$ cat config.mk
export PLATFORM = sky130hd
export DESIGN_NAME = boxf3_mean
export DESIGN_NICKNAME = d
export VERILOG_FILES = /design/src/rtl/boxf3_pkg.sv /design/src/rtl/boxf3_mean.sv
export SDC_FILE = /design/constraint.sdc
export NUM_CORES = 1
export LEC_CHECK = 0
export ABC_AREA = 1
export BUFFER_PORTS_ARGS = -buffer_cell sky130_fd_sc_hd__buf_2
export CAP_MARGIN = 20
export CORE_UTILIZATION = 39
export CTS_BUF_LIST = sky130_fd_sc_hd__clkbuf_8
export CTS_CLUSTER_DIAMETER = 80
export DETAILED_ROUTE_END_ITERATION = 16
export SLEW_MARGIN = 20
export SYNTH_ARGS = -nofsm -noshare
export SYNTH_HDL_FRONTEND = slang
export SYNTH_SLANG_ARGS = --single-unit
$ cat constraint.sdc
create_clock -name clk_i -period 7.9 [get_ports clk_i]
set_input_delay 1.58 -clock clk_i [delete_from_list [all_inputs] [get_ports clk_i]]
set_output_delay 1.58 -clock clk_i [all_outputs]
set_load 0.02 [all_outputs]
$ cat src/rtl/boxf3_pkg.sv
`timescale 1ns / 1ps
`default_nettype none

package boxf3_pkg;

  // Configuration register widths and indexes
  localparam int WIDTH_REG_W  = 11;
  localparam int HEIGHT_REG_W = 12;
  localparam int CFG_DATA_W   = 12;
  localparam int CFG_ADDR_W   = 1;

  localparam logic [CFG_ADDR_W-1:0] REG_WIDTH  = 1'd0;
  localparam logic [CFG_ADDR_W-1:0] REG_HEIGHT = 1'd1;

  localparam logic [WIDTH_REG_W-1:0]  WIDTH_RESET  = 11'd640;
  localparam logic [HEIGHT_REG_W-1:0] HEIGHT_RESET = 12'd480;

  localparam int MIN_SIDE = 3;

  // Input command codes
  localparam logic CMD_PIXEL = 1'b0;
  localparam logic CMD_FLUSH = 1'b1;

  // Divide by nine: floor(s / 9) == (s * 3641) >> 15 for every 12-bit window sum
  localparam int SUM_W       = 12;
  localparam int RECIP_W     = 12;
  localparam int RECIP_SHIFT = 15;
  localparam logic [RECIP_W-1:0] RECIP_NINE = 12'd3641;

  localparam int CHAN_W = 8;

  typedef struct packed {
    logic [CHAN_W-1:0] red;
    logic [CHAN_W-1:0] green;
    logic [CHAN_W-1:0] blue;
  } pix_t;

  typedef struct packed {
    logic [SUM_W-1:0] red;
    logic [SUM_W-1:0] green;
    logic [SUM_W-1:0] blue;
  } sum_t;

  typedef struct packed {
    logic              command;
    logic [CHAN_W-1:0] red_in;
    logic [CHAN_W-1:0] green_in;
    logic [CHAN_W-1:0] blue_in;
  } in_word_t;

  typedef struct packed {
    logic [CHAN_W-1:0] red_out;
    logic [CHAN_W-1:0] green_out;
    logic [CHAN_W-1:0] blue_out;
    logic              frame_last;
  } out_word_t;

  // Per-item control carried down the pipeline
  typedef struct packed {
    logic emit;
    logic border;
    logic last;
  } ctl_t;

endpackage

`default_nettype wire

$ cat src/rtl/boxf3_mean.sv
`timescale 1ns / 1ps
`default_nettype none

// Output stage: divide each channel sum by nine, or pass the center on a border.
module boxf3_mean (
  input  wire                   clk_i,
  input  wire                   load_i,
  input  boxf3_pkg::sum_t       sums_i,
  input  boxf3_pkg::pix_t       center_i,
  input  boxf3_pkg::ctl_t       ctl_i,
  output boxf3_pkg::out_word_t  data_o
);

  localparam int ProdW = boxf3_pkg::SUM_W + boxf3_pkg::RECIP_W;

  logic [ProdW-1:0]           prod_r;
  logic [ProdW-1:0]           prod_g;
  logic [ProdW-1:0]           prod_b;
  boxf3_pkg::out_word_t       data_d;
  boxf3_pkg::out_word_t       data_q;

  always_comb begin
    prod_r = ProdW'(sums_i.red)   * ProdW'(boxf3_pkg::RECIP_NINE);
    prod_g = ProdW'(sums_i.green) * ProdW'(boxf3_pkg::RECIP_NINE);
    prod_b = ProdW'(sums_i.blue)  * ProdW'(boxf3_pkg::RECIP_NINE);
    if (ctl_i.border) begin
      data_d.red_out   = center_i.red;
      data_d.green_out = center_i.green;
      data_d.blue_out  = center_i.blue;
    end else begin
      data_d.red_out   = prod_r[boxf3_pkg::RECIP_SHIFT +: boxf3_pkg::CHAN_W];
      data_d.green_out = prod_g[boxf3_pkg::RECIP_SHIFT +: boxf3_pkg::CHAN_W];
      data_d.blue_out  = prod_b[boxf3_pkg::RECIP_SHIFT +: boxf3_pkg::CHAN_W];
    end
    data_d.frame_last = ctl_i.last;
  end

  always_ff @(posedge clk_i) begin
    if (load_i) begin
      data_q <= data_d;
    end
  end

  assign data_o = data_q;

endmodule

`default_nettype wire

==> impl_metrics.csv <==
group,metric,value,unit
outcome,status,"finished clean",
global_routing,busiest_layer,"met2",
timing,finalSetupViolations,0,
yosys,yosys_warnings,0,
cts,cts_buffer_depth,2,
placement,io_buffers,88,
placement,routabilityCongestion,0.899,
routing,drc_errors,0,
final_layout,nets,1466,
placement,place_area,0.00886,sq mm
floorplan,core_area,0.0203,sq mm
timing,period_needed,5.49,ns
timing,setup_ws,2.41,ns
timing,rsz0062_at_grt,"no",
routing,vias,6525,
timing,period_share,0.695,
final_layout,seqCellArea,751,sq um
yosys,avgSynthCellArea,7.89,sq um
cts,cts_resized,0,
routing,drt_pass1_iterations,4,
routing,wire_per_inst,13.3,microns
power,combinationalPowerShare,0.893,
final_layout,fin_area,0.00891,sq mm
timing,fmax,182,MHz
global_routing,use_met1,0.245,
yosys,synth_simple_gate_area_frac,0.198,
critical_path,path_depth,19,
final_layout,layout_commonest_cell,"inv_1",
power,seqPwrFrac,0.077,
final_layout,layout_common_cells,"inv_1 (229), nand2_1 (215), ha_1 (199), buf_2 (88), fa_1 (87)",
run,drv_cap,0,
cts,post_cts_buffers,0,
power,peakVddDrop,0.123,mV
global_routing,first_global_vias,6833,
floorplan,dieHeight,146,microns
yosys,synth_top_family_by_area,"adder cells",
power,clkPwrFrac,0.029,
timing,worst_pin_slew,0.660,ns
cts,ctsHoldBuffers,0,
critical_path,crit_end,"data_o[21]",
critical_path,startpoint,"sums_i[31]",
final_layout,multi_input_area,0.00644,sq mm
cts,cts_tree,"done",
global_routing,gr-usage-met3,0.00844,
floorplan,dieArea,0.0213,sq mm
global_routing,grt_max_degree,29,
placement,pre_cts_ws,2.08,ns
cts,numCtsBuffers,3,
critical_path,critPathBufInv,7,
critical_path,cp_common_cell,"inv_1",
timing,final.setup.tns,0,ns
final_layout,largest_reg_flops,25,
timing,slew_headroom,0.560,
yosys,syn_area,0.00810,sq mm
global_routing,grt-ovfl-total,0,
floorplan,die_w,146,microns
final_layout,final_util,0.439,
critical_path,path_cells,"buf_2 -> inv_1 -> fa_1 -> inv_1 -> ha_1 -> inv_1 -> fa_1 -> inv_1 -> fa_1 -> inv_1 -> fa_1 -> inv_1 -> ha_1 -> a21oi_1 -> o21ai_0 -> a21oi_1 -> nand3_1 -> nand3_1 -> nand2_1",
power,swShare,0.587,
cts,h-tree-depth,1,
final_layout,drive_above_1_share,0.107,
global_routing,grt_util_met2,0.329,
timing,hold_viol,0,
power,power_leakage,5.23,nW
yosys,yosysUniqueCellTypes,33,
critical_path,crit_arrival,5.54,ns
floorplan,num_io_pins,90,
routing,postRouteWirelength,18400,microns
placement,detailed_place_hpwl,16600,microns
critical_path,cpMaxStageDelayCell,"fa_1",
yosys,syn_inst,1026,
timing,maxSlewViolCount,0,
worst_hold_path,worstHoldPathCells,1,
floorplan,start_util,0.399,
critical_path,max_stage_delay,0.55,ns
critical_path,cp_data_required_time,7.95,ns
yosys,synth-main-ff-cell,"edfxtp_1",
global_routing,grt_util_all_layers,0.185,
yosys,synth_xor_area_frac,0.0141,
critical_path,worst_setup_path_start_kind,"input port",
yosys,synth_compound_area_frac,0.0613,
power,total_power,3.02,mW
critical_path,critical-path-top-delay-family,"adder cells",
global_routing,antenna_found_initial,0,
yosys,synthAdderAreaFrac,0.522,
critical_path,crit_path_end_kind,"register",
final_layout,syn2layout_area_growth,9.98,%
yosys,synthesis.nets,1377,
cts,clock-sinks,25,
yosys,async_flop_share,0,
yosys,ys_ff_latch,25,
routing,ant_nets,0,
power,power_density,339,mW/mm^2
floorplan,rows,52,
yosys,yosysSeqAreaShare,0.0927,
cts,path_clk_slew,0.10,ns
routing,drt_iter0_markers,264,
routing,vias_per_cell,4.71,
critical_path,path_class,"in -> reg",
critical_path,path_max_fanout,3,
cts,ctsRootBufferMaster,"clkbuf_8",
final_layout,antenna_cells,0,
yosys,synth_mux_area_frac,0,
yosys,synth-edff-count,25,
global_routing,grt_pass1_wl,32000,microns
final_layout,fill_cells,2121,
power,p_int,1.25,mW
power,switchingPower,1.77,mW
worst_hold_path,hp-class,"in -> reg",
[synth_stat cells, types with 5 or more instances]
master / number / share of area
nor2_1: 70 / 0.032
o21ai_0: 11 / 0.0068
a21o_1: 7 / 0.0065
o21a_1: 7 / 0.0065
nand2_1: 215 / 0.10
xnor2_1: 5 / 0.0054
nand2_2: 7 / 0.0054
inv_1: 229 / 0.11
a21oi_1: 42 / 0.026
xor2_1: 8 / 0.0087
fa_1: 87 / 0.22
nand4_1: 6 / 0.0046
ha_1: 199 / 0.31
edfxtp_1: 25 / 0.093
inv_2: 7 / 0.0032
nand3_1: 59 / 0.036
o21bai_1: 10 / 0.0093
[power by group through the flow]
stage | sequential, mW | combinational [mW] | clock (mW)
after floorplan | 0.300 | 1.99 | 0
after global placement | 0.235 | 2.67 | 0
after detailed placement | 0.238 | 2.68 | 0
after CTS | 0.235 | 2.72 | 0.0922
after global routing | 0.239 | 3.13 | 0.0964
final | 0.234 | 2.70 | 0.0890
[how the worst min path moves through the flow]
stage	startpoint	slack, ns	to
after CTS	ctl_i[0]	1.46	data_o[0]
final	ctl_i[0]	1.46	data_o[0]
after detailed placement	ctl_i[0]	1.77	data_o[0]
after global routing	ctl_i[0]	1.46	data_o[0]
after floorplan	ctl_i[0]	1.68	data_o[0]
after global placement	ctl_i[0]	1.76	data_o[0]
[layer usage]
| layer | part of all wire | vias to the layer above | wire [microns] |
|---|---|---|---|
| met3 | 0.020 | 15 | 362 |
| met1 | 0.49 | 2998 | 8920 |
| met2 | 0.48 | 90 | 8760 |
| met4 | 0.019 | 0 | 342 |
| li1 | - | 3422 | - |
| met5 | 0 | - | 0 |
[area by class of cell]
class                   instances  area share
clock buffers                   3     0.00464
clock inverters                 1    0.000843
inverters                     236      0.0995
multi-input cells             761       0.723
flip-flops and latches         25      0.0843
well taps                     270      0.0379
repair buffers                 88      0.0494
[kinds of logic (layout without fill, tap and decap cells)]
family          count (synthesis)  after routing
simple gates                  377            377
buf+inv                       240            328
compound gates                 85             85
xor+xnor                       13             13
flops                          25             25
fa+ha+maj                     286            286
[per-stage QoR]
step	hold WS, ns	instances
6_report	1.46	1384
2_1_floorplan	1.68	1026
5_1_grt	1.46	1384
3_5_place_dp	1.77	1380
4_1_cts	1.46	1384
3_3_place_gp	1.76	1380
Power figures use the tool's default switching activity.
