<file path="src/rtl/boxf3_pkg.sv">
`timescale 1ns / 1ps
`default_nettype none

package boxf3_pkg;

  // Configuration register widths and indexes
  localparam int WIDTH_REG_W  = 11;
  localparam int HEIGHT_REG_W = 12;
  localparam int CFG_DATA_W   = 12;
  localparam int CFG_ADDR_W   = 1;

  localparam logic [CFG_ADDR_W-1:0] REG_WIDTH  = 1'd0;
  localparam logic [CFG_ADDR_W-1:0] REG_HEIGHT = 1'd1;

  localparam logic [WIDTH_REG_W-1:0]  WIDTH_RESET  = 11'd640;
  localparam logic [HEIGHT_REG_W-1:0] HEIGHT_RESET = 12'd480;

  localparam int MIN_SIDE = 3;

  // Input command codes
  localparam logic CMD_PIXEL = 1'b0;
  localparam logic CMD_FLUSH = 1'b1;

  // Divide by nine: floor(s / 9) == (s * 3641) >> 15 for every 12-bit window sum
  localparam int SUM_W       = 12;
  localparam int RECIP_W     = 12;
  localparam int RECIP_SHIFT = 15;
  localparam logic [RECIP_W-1:0] RECIP_NINE = 12'd3641;

  localparam int CHAN_W = 8;

  typedef struct packed {
    logic [CHAN_W-1:0] red;
    logic [CHAN_W-1:0] green;
    logic [CHAN_W-1:0] blue;
  } pix_t;

  typedef struct packed {
    logic [SUM_W-1:0] red;
    logic [SUM_W-1:0] green;
    logic [SUM_W-1:0] blue;
  } sum_t;

  typedef struct packed {
    logic              command;
    logic [CHAN_W-1:0] red_in;
    logic [CHAN_W-1:0] green_in;
    logic [CHAN_W-1:0] blue_in;
  } in_word_t;

  typedef struct packed {
    logic [CHAN_W-1:0] red_out;
    logic [CHAN_W-1:0] green_out;
    logic [CHAN_W-1:0] blue_out;
    logic              frame_last;
  } out_word_t;

  // Per-item control carried down the pipeline
  typedef struct packed {
    logic emit;
    logic border;
    logic last;
  } ctl_t;

endpackage

`default_nettype wire

</file>
<file path="src/rtl/boxf3_window.sv">
`timescale 1ns / 1ps
`default_nettype none

// 3x3 window: three rows of three columns, newest column at the right.
module boxf3_window (
  input  wire              clk_i,
  input  wire              rst_ni,
  input  wire              shift_en_i,
  input  boxf3_pkg::pix_t  above2_i,
  input  boxf3_pkg::pix_t  above1_i,
  input  boxf3_pkg::pix_t  incoming_i,
  output boxf3_pkg::sum_t  sums_o,
  output boxf3_pkg::pix_t  center_o
);

  boxf3_pkg::pix_t win_q [9];

  always_ff @(posedge clk_i or negedge rst_ni) begin
    if (!rst_ni) begin
      for (int i = 0; i < 9; i++) begin
        win_q[i] <= '0;
      end
    end else if (shift_en_i) begin
      for (int r = 0; r < 3; r++) begin
        win_q[r*3]     <= win_q[r*3 + 1];
        win_q[r*3 + 1] <= win_q[r*3 + 2];
      end
      win_q[2] <= above2_i;
      win_q[5] <= above1_i;
      win_q[8] <= incoming_i;
    end
  end

  always_comb begin
    sums_o = '0;
    for (int i = 0; i < 9; i++) begin
      sums_o.red   = sums_o.red   + boxf3_pkg::SUM_W'(win_q[i].red);
      sums_o.green = sums_o.green + boxf3_pkg::SUM_W'(win_q[i].green);
      sums_o.blue  = sums_o.blue  + boxf3_pkg::SUM_W'(win_q[i].blue);
    end
  end

  assign center_o = win_q[4];

endmodule

`default_nettype wire

</file>
<file path="config.mk">
export PLATFORM = sky130hd
export DESIGN_NAME = boxf3_window
export DESIGN_NICKNAME = d
export VERILOG_FILES = /design/src/rtl/boxf3_pkg.sv /design/src/rtl/boxf3_window.sv
export SDC_FILE = /design/constraint.sdc
export NUM_CORES = 1
export LEC_CHECK = 0
export BUFFER_PORTS_ARGS = -buffer_cell sky130_fd_sc_hd__buf_2
export CAP_MARGIN = 10
export CORE_MARGIN = 8
export CORE_UTILIZATION = 34
export CTS_BUF_LIST = sky130_fd_sc_hd__clkbuf_8
export DETAILED_ROUTE_END_ITERATION = 7
export SYNTH_ARGS = -nofsm -noshare
export SYNTH_HDL_FRONTEND = slang
export SYNTH_SLANG_ARGS = --single-unit
</file>
<file path="constraint.sdc">
create_clock -name clk_i -period 7.7 [get_ports clk_i]
set_input_delay 0.77 -clock clk_i [delete_from_list [all_inputs] [get_ports clk_i]]
set_output_delay 0.77 -clock clk_i [all_outputs]
set_load 0.05 [all_outputs]
</file>
==> results of run 1 <==
sequential cells by signal (all words and copies together) (netlist names):
register  flops
center_o     24
win_q       192
per-layer routing:
metal / global-route usage / share of wire
met5: 0 / 0
met3: 0.03230 / 0.052
met2: 0.1886 / 0.48
met1: 0.1514 / 0.44
met4: 0.03758 / 0.023
final timing paths:
kind                       slack [ps]         end  cells past startpoint
setup / recovery                 2050  sums_o[22]                     13
hold reg to reg                   470   win_q[31]                      2
setup reg to reg                 6870  win_q[155]                      1
hold / removal                    280  win_q[150]                      1
min in group clk_i                410   win_q[74]                      3
max in group asynchronous        6050  win_q[155]                      2
cell type report:
type	instances	area (um^2)	share of cell area
flip-flops and latches	216	5405	0.3554
clock inverters	21	138.9	0.009133
inverters	244	915.9	0.06023
multi-input cells	590	6603	0.4342
clock buffers	56	770.7	0.05068
repair buffers	137	725.7	0.04772
well taps	518	648.1	0.04262
cells in the mapped netlist (all sizes together):
cell and instances:
or2 1, nor2 17, o41a 1, nand2b 1
nor2b 4, clkbuf 17, o211ai 3, o22ai 1
nand2 81, o2111ai 1, o311a 1, xnor2 14
dfrtp 216, inv 244, a211oi 4, nor3 2
o31a 2, a31oi 2, buf 39, o21a 4
a21o 3, a21oi 9, o41ai 1, nor4 1
o21bai 3, mux2 141, nand3 4, xor2 4
fa 162, o31ai 1, ha 39, o21ai 83
worst max-delay path: cells and delay by family, from the launching register on:
family | cells | cell delay [ps]
adders and majority gates | 6 | 2730
AOI/OAI and AO/OA | 3 | 650
DFF | 1 | 410
buffers and inverters | 3 | 370
xor gates and xnor gates | 1 | 160
stage by stage:
stage,std cells,area (um^2),setup slack [ps]
finish,1782,15210,2054
global route,1782,15210,1736
CTS,1782,15210,1933
detailed placement,1705,14300,2596
global placement,1705,14300,2640
floorplan,1106,13240,2552
placed cells by master, fill, tap and decap left out, types with 9 or more instances in the layout:
master      n
xnor2_1    14
fa_1      162
mux2_2    141
inv_1     257
buf_2     132
a21oi_1     9
nor2_1     17
o21ai_0    83
clkbuf_8   56
ha_1       39
dfrtp_1   216
nand2_1    81
logic make-up after synthesis:
group,Yosys count,synth area share
AOI/OAI and AO/OA,119,0.05111
xor gates and xnor gates,18,0.01190
adders and majority gates,201,0.2817
buffers and inverters,300,0.09325
DFF,216,0.4082
muxes,141,0.1199
and+or+nand+nor,111,0.03392
==> flow_results.org, run 1 <==
** Run status
- The run finished with clean final reports.

** Global routing
- Vias in the first global route :: 8690
- In the global route stage, overall resource usage came out at 0.1168.
- Entering global routing, the biggest net connects 151 pins.
- Global-route wire length before repair :: 43.06 mm
- Number of antenna violations at the first check in global routing :: 2
- The total overflow left after global routing is 0.

** Synth
- Portion of the post-synthesis area used by sequential elements :: 0.4082
- Yosys printed 0 warnings.
- Combined area of all synthesized cells :: 13240 um^2
- Number of synthesized register bits :: 216
- The synthesized netlist contains 36 unique library cells.
- Share of the synthesized area in the top cell type :: 0.4082
- In the synthesized netlist, the number of instances is 1106.
- Averaged over all synthesized cells, the footprint is 11.97 um^2.
- Post-synthesis net count :: 1382
- Top cells by area, synth :: dfrtp_1 41%, fa_1 24%, mux2_2 12%, inv_1 6.9%, ha_1 3.7%
- Summed over all instances, the cell type with the most area after synthesis is dfrtp_1.

** Setup path
- Worst Path Required :: 6930 ps
- Startpoint of the most critical setup path :: win_q[154]
- On the worst path, the slowest cell contributes a delay of 570 ps.
- Sequence of cells on the critical path :: fa_1, fa_1, fa_1, inv_1, fa_1, inv_1, ha_1, fa_1, a21oi_1, o211ai_1, o41ai_1, xnor2_1, buf_2
- Along the worst path, the maximum fanout reaches 3.
- Worst R2R Start :: win_q[155]
- Data arrival at the endpoint of the critical path :: 4880 ps
- Endpoint kind of the worst setup timing path :: output port
- The worst setup path is of the reg -> out kind.
- Cell at the slowest stage of the critical path :: fa_1
- Critical Path Start Type :: register
- Counting stages on the worst path, the most repeated cell is fa_1.

** Drt
- In the routed layout, each cell is associated on average with a via count of 4.327.
- Number of nets with antenna violations after detailed routing :: 0
- In the routed design, unresolved DRC markers number 0.
- In the final routed layout, each cell accounts on average for 14.11 um.
- The detailed router finished its first iteration with 317 violations.
- For this block, the via count after detailed routing is 7711.
- Count of TritonRoute iterations in the first routing pass :: 4
- Summed over all layers, the routed wires come to 25.14 mm.

** Floorplanning
- The region available for standard cell placement spans 38560 um^2.
- Row Count :: 72
- The floorplan step defined a die boundary enclosing 45520 um^2.
- From bottom edge to top edge, the die measures 213.4 um.
- Starting utilization of the core area :: 0.3435
- Die X :: 213.4 um
- During I/O placement, the number of pins put on the boundary was 135.

** Finish
- Area delta synth->final :: 14.83%
- In the final layout, the share of cells above drive strength 1 is 0.2737.
- N_diodes :: 0
- Once layout is complete, the utilization of the core stands at 0.3944.
- FILL cells :: 3813
- Net count of the finished layout :: 1507

** Placed design
- Input and output buffers added on the ports amount to 134.
- Detailed placement finished with a half-perimeter wire length of 18.40 mm.
- Final weighted congestion in routability-driven placement :: 0.7513

** Timing
- Timing would allow up to 177.1 MHz.
- Clock period minus worst slack :: 5646 ps
- Unrepaired setup endpoints after global routing :: false
- Fin. max-slew vios :: 0
- Final hold violations :: 0
- Worst-case headroom to the max-slew limit :: 0.3470
- At the pin with the least slew margin, the transition time is 979.5 ps.
- Final critical-path share of the clock period :: 0.7332
- Setup violations remaining at the end of the flow were counted as 0.
- After routing, the total negative slack on setup checks comes to 0 ps.
- Hold Slack :: 280.6 ps
- On the final layout, the worst clock skew is 18.46 ps.

** Clock tree
- The H-tree was split into 2 levels.
- After clock tree synthesis, the repair step resized 0 gates.
- TritonCTS clock tree :: yes
- Buffers added to address setup during post-CTS repair amount to 0.
- # clock sinks :: 216
- Buffers inserted to repair hold after CTS numbered 0.
- In this run, CTS created clock tree buffers numbering 42.
- After clock tree synthesis, the clock-pin slew on the worst setup and hold paths is 60 ps.
- No sink is reached through more buffers than the 3 on the longest clock path.
- The cell sitting at the root of the clock tree is a clkbuf_8.
- For the worst-skew pair, the clock arrives at the later sink with an insertion delay of 570 ps.

** Flow run
- Total of max-cap violations :: 0

** Min path
- The worst hold path belongs to the class in -> async.
Power of run 1 is left out: the tool's default activity adds up to more than one toggle a clock period on the data nets, which glitch-free logic cannot reach.
==> run 2, diff against run 1 <==
--- a/config.mk
+++ b/config.mk
@@ -5,6 +5,7 @@
 export SDC_FILE = /design/constraint.sdc
 export NUM_CORES = 1
 export LEC_CHECK = 0
+export ABC_AREA = 1
 export BUFFER_PORTS_ARGS = -buffer_cell sky130_fd_sc_hd__buf_2
 export CAP_MARGIN = 10
 export CORE_MARGIN = 8
==> constraint.sdc (replaced) <==
create_clock -name clk_i -period 5.7 [get_ports clk_i]
set_input_delay 0.57 -clock clk_i [delete_from_list [all_inputs] [get_ports clk_i]]
set_output_delay 0.57 -clock clk_i [all_outputs]
set_load 0.05 [all_outputs]
==> flow_results.org, run 2 <==
** Setup path
- Along the worst path, the maximum fanout reaches 3.
- Worst Path Required :: 5130 ps
- Data arrives at the worst endpoint at 4510 ps.
- Worst setup path class :: reg -> out
- Endpoint kind of the worst setup timing path :: output port
- Critical Path Start Type :: register

** Flow run
- The tool flagged a number of max-cap violations equal to 0.

** Global routing
- Global-route wire length before repair :: 45.71 mm
- Largest net degree at the start of global routing :: 158
- Grt total ovfl :: 0
- Vias in the first global route :: 9370
- Global router's overall resource usage :: 0.1173
- The initial antenna violation count is 1.

** Finish
- Once layout is complete, the cells apart from fillers number 2010.
- The sequential cells in the finished layout cover a total of 5405 um^2.
- In the final layout, the share of cells above drive strength 1 is 0.1644.
- The register with the most flip-flops in the layout has 192 of them.
- After the last flow step, the layout net total stands at 1734.
- Reg with most FFs :: win_q
- Area delta synth->final :: 11.58%
- The multi-input combinational cells in the finished layout cover a total of 6470 um^2.
- Commonest non-fill, non-tap cell in the layout :: inv_1
- Fraction of the core area covered by cells at the end of the flow :: 0.3843
- Leaving out fill and tap cells, the most frequent cells in the layout are 324 x inv_1, 216 x dfrtp_1, 200 x nand2_1, 162 x fa_1, 132 x buf_2.
- The layout has 4020 filler cells.

** Synth
- Counting instances in the post-synthesis netlist gives the leading cell types as 309 x inv_1, 216 x dfrtp_1, 200 x nand2_1, 162 x fa_1, 81 x nor2_1.
- Adder-Cell Fraction of Synth Area :: 0.2726
- Share of cell area taken by muxes after synthesis :: 0.03703
- Most used DFF post-synth :: dfrtp_1
- The largest total area in the synthesized netlist belongs to dfrtp_1.
- Post-Synth XOR/XNOR Area :: 0.005760
- Post-synthesis net count :: 1619
- The compound-cell area share of the yosys netlist came to 0.06692.
- Total of warnings raised by yosys :: 0
- Most frequent cell after synthesis :: inv_1
- For this run, the register share of the synthesized area comes to 0.3950.
- Number of synthesized register bits :: 216
- Share of async-settable or async-resettable flops after synthesis :: 1.000
- After synthesis, the largest family of logic cells by area is adder cells.
- Of the total synthesized cell area, the portion taken by AND, OR, NAND and NOR gates is 0.09042.
- Number of enable flip-flop cells after synthesis :: 0
- Top cells by area, synth :: dfrtp_1 39%, fa_1 24%, inv_1 8.5%, nand2_1 5.5%, mux2_2 3.7%
- Synthesis produced 1343 cells.
- Share of the synthesized area in the top cell type :: 0.3950
- Summing every instance area after synthesis gives 13690 um^2.
- The number of different library cells used by synthesis comes to 23.
- Post-synthesis average cell area :: 10.19 um^2

** Run status
- Run status :: complete, no violations

** Clock tree
- For this design, the sink count on the clock tree is 216.
- TritonCTS built the clock tree.
- Once the clock tree was built, the resizer swapped 0 gates to a different size.
- Clock latency on the worst-skew pair, taken at its later pin, is 580 ps.
- Setup repair bufs after CTS :: 0
- TritonCTS Buffers :: 43
- Clk slew on worst S/H paths :: 60 ps
- Max clock buf depth :: 3
- The tree is rooted in a clkbuf_8.
- Hold-fix buffers, CTS :: 0
- CTS built an H-tree with a depth of 2.

** Drt
- Number of nets with antenna violations after detailed routing :: 0
- In the final routed layout, each cell accounts on average for 13.09 um.
- The first TritonRoute pass finished after 5 iterations.
- Via count :: 8647
- After detailed routing, the number of remaining DRC violations is 0.
- Via-to-Cell Ratio :: 4.302
- Detailed router's first-iteration violation count :: 411
- After detailed routing, the total wire length is 26.32 mm.

** Floorplanning
- The initialized floorplan defines 73 standard-cell rows.
- The core region is 39730 um^2.
- Area enclosed by the die boundary :: 46930 um^2
- Starting utilization of the core area :: 0.3444
- 135 I/O pins were placed.
- The floorplan step set the die height to 216.6 um.
- Measured along the x axis, the die boundary spans 216.6 um.

** Timing
- Timing would allow up to 196.7 MHz.
- Fin Clk Skew :: 34.02 ps
- At the pin with the least slew margin, the transition time is 902.0 ps.
- Of the available clock period, the critical path in the final layout requires 0.8920.
- Fin. max-slew vios :: 0
- Total Negative Setup Slacks :: 0 ps
- Clock period minus worst slack :: 5085 ps
- Number of endpoints failing setup at the final stage :: 0
- Setup repair after global routing left no endpoint under its margin.
- Final hold violations :: 0
- Headroom to the max-slew limit came out at 0.3987.

** Placed design
- Counting tap cells, the placed design contains a total of 1938 instances.
- Number of port buffers :: 134
- After legalization and detailed placement, the total HPWL measured 19.46 mm.
- Final weighted congestion in routability-driven placement :: 0.8063

** Min path
- In this run the worst hold path is classified as in -> async.
==> run 2: cell count changes in the layout (fill, tap and decap cells not counted), sizes merged, moves of 5 or more <==
| cell | change |
|---|---|
| nand2 | +119 |
| mux2 | -96 |
| a21oi | +69 |
| inv | +67 |
| nor2 | +64 |
| o21ai | +22 |
| nand3 | +14 |
| nand3b | +6 |
| xnor2 | -6 |
| or2 | +5 |
==> run 2: path summary, 6_finish.rpt <==
check                                  start  slack (ps)          to  cells past startpoint
worst max-delay path            center_o[18]         620  sums_o[34]                     19
worst min-delay path                  rst_ni          10  win_q[157]                      1
worst max register to register     win_q[79]        4870   win_q[79]                      1
worst min register to register      win_q[7]         470   win_q[31]                      2
max in group asynchronous             rst_ni        4510  win_q[146]                      2
min in group clk_i               above1_i[8]         210   win_q[80]                      3
==> run 2: metal layers <==
layer,vias to the layer above,track usage,routed length (um)
met5,-,0,12
met1,4219,0.1524,12080
li1,4238,-,-
met4,2,0.03765,624
met2,144,0.1868,12200
met3,44,0.03398,1397
==> run 2: kinds of logic after synthesis <==
logic type | Yosys count
buffers and inverters | 376
adder cells (fa/ha/maj) | 201
flip-flops | 216
AND/OR/NAND/NOR | 313
AO/OA/AOI/OAI | 183
multiplexers | 45
XOR/XNOR | 9
==> run 2: area by class of cell <==
cell class / count / area share
Multi-Input combinational cell: 751 / 0.4237
Clock inverter: 18 / 0.006309
Antenna cell: 1 / 0.0001639
Tap cell: 525 / 0.04302
Sequential cell: 216 / 0.3540
Timing Repair Buffer: 137 / 0.04916
Inverter: 309 / 0.07595
Clock buffer: 53 / 0.04777
==> run 2: critical path: stages (launching register included) <==
cell and delay [ps]:
dfrtp_1 340, inv_1 70, fa_1 530, inv_1 50
fa_1 460, fa_1 490, inv_1 50, fa_1 420
inv_1 70, ha_1 150, inv_1 60, fa_1 450
inv_1 70, nand2_1 40, nand2_1 130, nand3_1 110
nand2_1 90, nand2_1 50, nand2_1 50, buf_2 260
==> run 2: per-stage QoR <==
stage / hold WS (ps) / setup WS [ps] / area (um^2)
after floorplan: 274.4 / 991.7 / 13690
after global placement: 454.8 / 1205 / 14440
after detailed placement: 466.7 / 1143 / 14440
after CTS: 50.09 / 494.5 / 15270
after global routing: 99.21 / 332.3 / 15270
final: 13.20 / 615.4 / 15270
Power of run 2 is left out for the same reason.
==> run 3, diff against run 2 <==
--- a/config.mk
+++ b/config.mk
@@ -9,7 +9,7 @@
 export BUFFER_PORTS_ARGS = -buffer_cell sky130_fd_sc_hd__buf_2
 export CAP_MARGIN = 10
 export CORE_MARGIN = 8
-export CORE_UTILIZATION = 34
+export CORE_UTILIZATION = 40
 export CTS_BUF_LIST = sky130_fd_sc_hd__clkbuf_8
 export DETAILED_ROUTE_END_ITERATION = 7
 export SYNTH_ARGS = -nofsm -noshare
==> flow_results.org, run 3 (synthesized netlist as in run 2, its figures left out) <==
** Run status
- The flow ran to the end, and the final reports show no timing, DRC or antenna violations.

** Finish
- More flip-flops sit in one register than any other, and that register is win_q.
- N_diodes :: 0
- The area growth from synthesis to layout is 11.05%.
- Largest register FFs :: 192
- For this run, the post-layout net count is 1735.
- Layout Cell Area excl Fill :: 15200 um^2
- Of the cells placed in the final design, the portion with a size suffix greater than 1 is 0.1704.
- Highest-count cells in the layout ignoring fill and taps :: 320 x inv_1, 216 x dfrtp_1, 200 x nand2_1, 162 x fa_1, 132 x buf_2
- Leaving out fill and tap cells, the most frequent cell in the layout is inv_1.

** Setup path
- Endpoint kind of the worst setup timing path :: output port
- Top fanout value on the critical path :: 3
- Worst reg-to-reg path cell count :: 1
- The endpoint identified for the worst register-to-register timing path is win_q[165].
- Worst setup path class :: reg -> out
- Critical Path Start Type :: register
- The worst register-to-register path begins at win_q[165].
- Register-to-register path setup slack :: 4880 ps
- STA puts the critical path data required time at 5130 ps.
- Data arrival at the endpoint of the critical path :: 4590 ps

** Drt
- The routed design has 25.47 mm of wire.
- Count of TritonRoute iterations in the first routing pass :: 5
- Via-to-Cell Ratio :: 4.413
- The first routing iteration left 388 violations.
- Number of nets with antenna violations after detailed routing :: 0
- In the routed design, unresolved DRC markers number 0.
- Across all layers, the routed design uses 8556 vias.
- In the final routed layout, each cell accounts on average for 13.14 um.

** Global routing
- Entering global routing, the biggest net connects 174 pins.
- Global router's overall resource usage :: 0.1330
- For this run, global-route usage on met1 was measured as 0.1793.
- The layer flagged by global routing as most heavily used is met2.
- The initial antenna violation count was 0.
- In the global route stage, met3 resource usage came out at 0.03066.
- Global-route wire length before repair :: 44.94 mm
- Met2 capacity usage during global routing :: 0.2063
- Grt total ovfl :: 0
- Vias in the first global route :: 9190

** Placed design
- Final weighted congestion in routability-driven placement :: 0.8169
- In this run the cell area measured after placement is 14340 um^2.
- The count of buffers added on input and output ports is 134.
- Once detailed placement completed, the half-perimeter wirelength came to 19.06 mm.
- Pre-CTS setup slack :: 1124 ps

** Flow run
- Total of max-cap violations :: 0

** Timing
- Final critical-path share of the clock period :: 0.9050
- The worst pin sits at a relative slew slack of 0.3326.
- Achievable frequency :: 193.8 MHz
- Unrepaired setup endpoints after global routing :: false
- The worst path needs 5159 ps of the cycle, external delays included.
- Final hold violations :: 0
- Clock skew on the completed layout was measured at 12.25 ps.
- For the pin with the worst max-slew slack, the measured transition is 1001 ps.
- Hold Slack :: 199.3 ps
- Setup total negative slack on the finished layout was measured at 0 ps.
- Setup violations remaining at the end of the flow were counted as 0.
- Fin. max-slew vios :: 0
- Smallest setup slack after layout :: 541.3 ps

** Clock tree
- The tree is rooted in a clkbuf_8.
- Hold-fix buffers, CTS :: 1
- H-Tree Depth :: 2
- Clock-pin slew was measured on the worst setup and hold paths at 60 ps.
- TritonCTS Buffers :: 42
- The clock passes through at most 3 buffers.
- Setup repair bufs after CTS :: 0
- Once the clock tree was built, the resizer swapped 0 gates to a different size.
- # clock sinks :: 216
- Clock latency on the worst-skew pair :: 570 ps
- TritonCTS built the clock tree.

** Floorplanning
- From left edge to right edge, the die measures 201.0 um.
- The floorplan step defined a die boundary enclosing 40390 um^2.
- Row generation in the floorplan step produced 67 rows.
- I/O pin cnt :: 135
- The floorplan step set the die height to 201.0 um.
- For this configuration, the core starts out at a cell density of 0.4071.
- Std-Cell Core Area :: 33620 um^2

** Min path
- The path with the worst hold slack has its endpoint at win_q[158].
- Startpoint of the most critical hold path :: above2_i[14]
- In this run the worst hold path is classified as in -> reg.
- Hold depth :: 3
==> run 3: cell types whose count changed in the layout (fill, tap and decap cells not counted), moves of 2 or more <==
cell	previous run	this run
buf_4	0	2
inv_1	324	320
clkinv_2	2	9
inv_8	0	2
==> run 3: worst max-delay path by stage <==
stage / start / endpoint / slack [ps] / cells after the start
3_5_place_dp: win_q[162] / sums_o[32] / 1120 / 17
4_1_cts: win_q[162] / sums_o[32] / 460 / 17
2_1_floorplan: win_q[162] / sums_o[30] / 990 / 14
5_1_grt: win_q[162] / sums_o[34] / 240 / 17
6_report: win_q[162] / sums_o[32] / 540 / 17
3_3_place_gp: win_q[154] / sums_o[22] / 1210 / 14
==> run 3: metal layers <==
metal / vias to the layer above / part of all wire
met3: 39 / 0.044
li1: 4242 / -
met2: 132 / 0.47
met4: 0 / 0.022
met1: 4143 / 0.47
met5: - / 0
==> run 3: critical path: stages (launching register included) <==
cell and delay (ps):
dfrtp_1 400, fa_1 570, fa_1 450, fa_1 560, inv_1 50, fa_1 420
inv_1 70, ha_1 190, inv_1 80, fa_1 450, inv_1 80, nand2_1 40
nand2_1 110, nand3b_1 110, nand2_1 70, nand2_1 50, nand2_1 50, buf_2 260
==> run 3: stage by stage <==
stage            util  instances
2_1_floorplan       -       1343
3_3_place_gp   0.4266       1862
3_5_place_dp   0.4266       1862
4_1_cts        0.4521       1939
5_1_grt        0.4521       1939
6_report       0.4521       1939
==> run 3: area by class of cell <==
type	count	area, um^2
Timing Repair Buffer	139	755.7
Fill cell	3263	18420
Sequential cell	216	5405
Clock inverter	23	117.6
Multi-Input combinational cell	751	6470
Clock buffer	53	729.5
Tap cell	448	560.5
Inverter	309	1160
Power of run 3 is left out for the same reason.
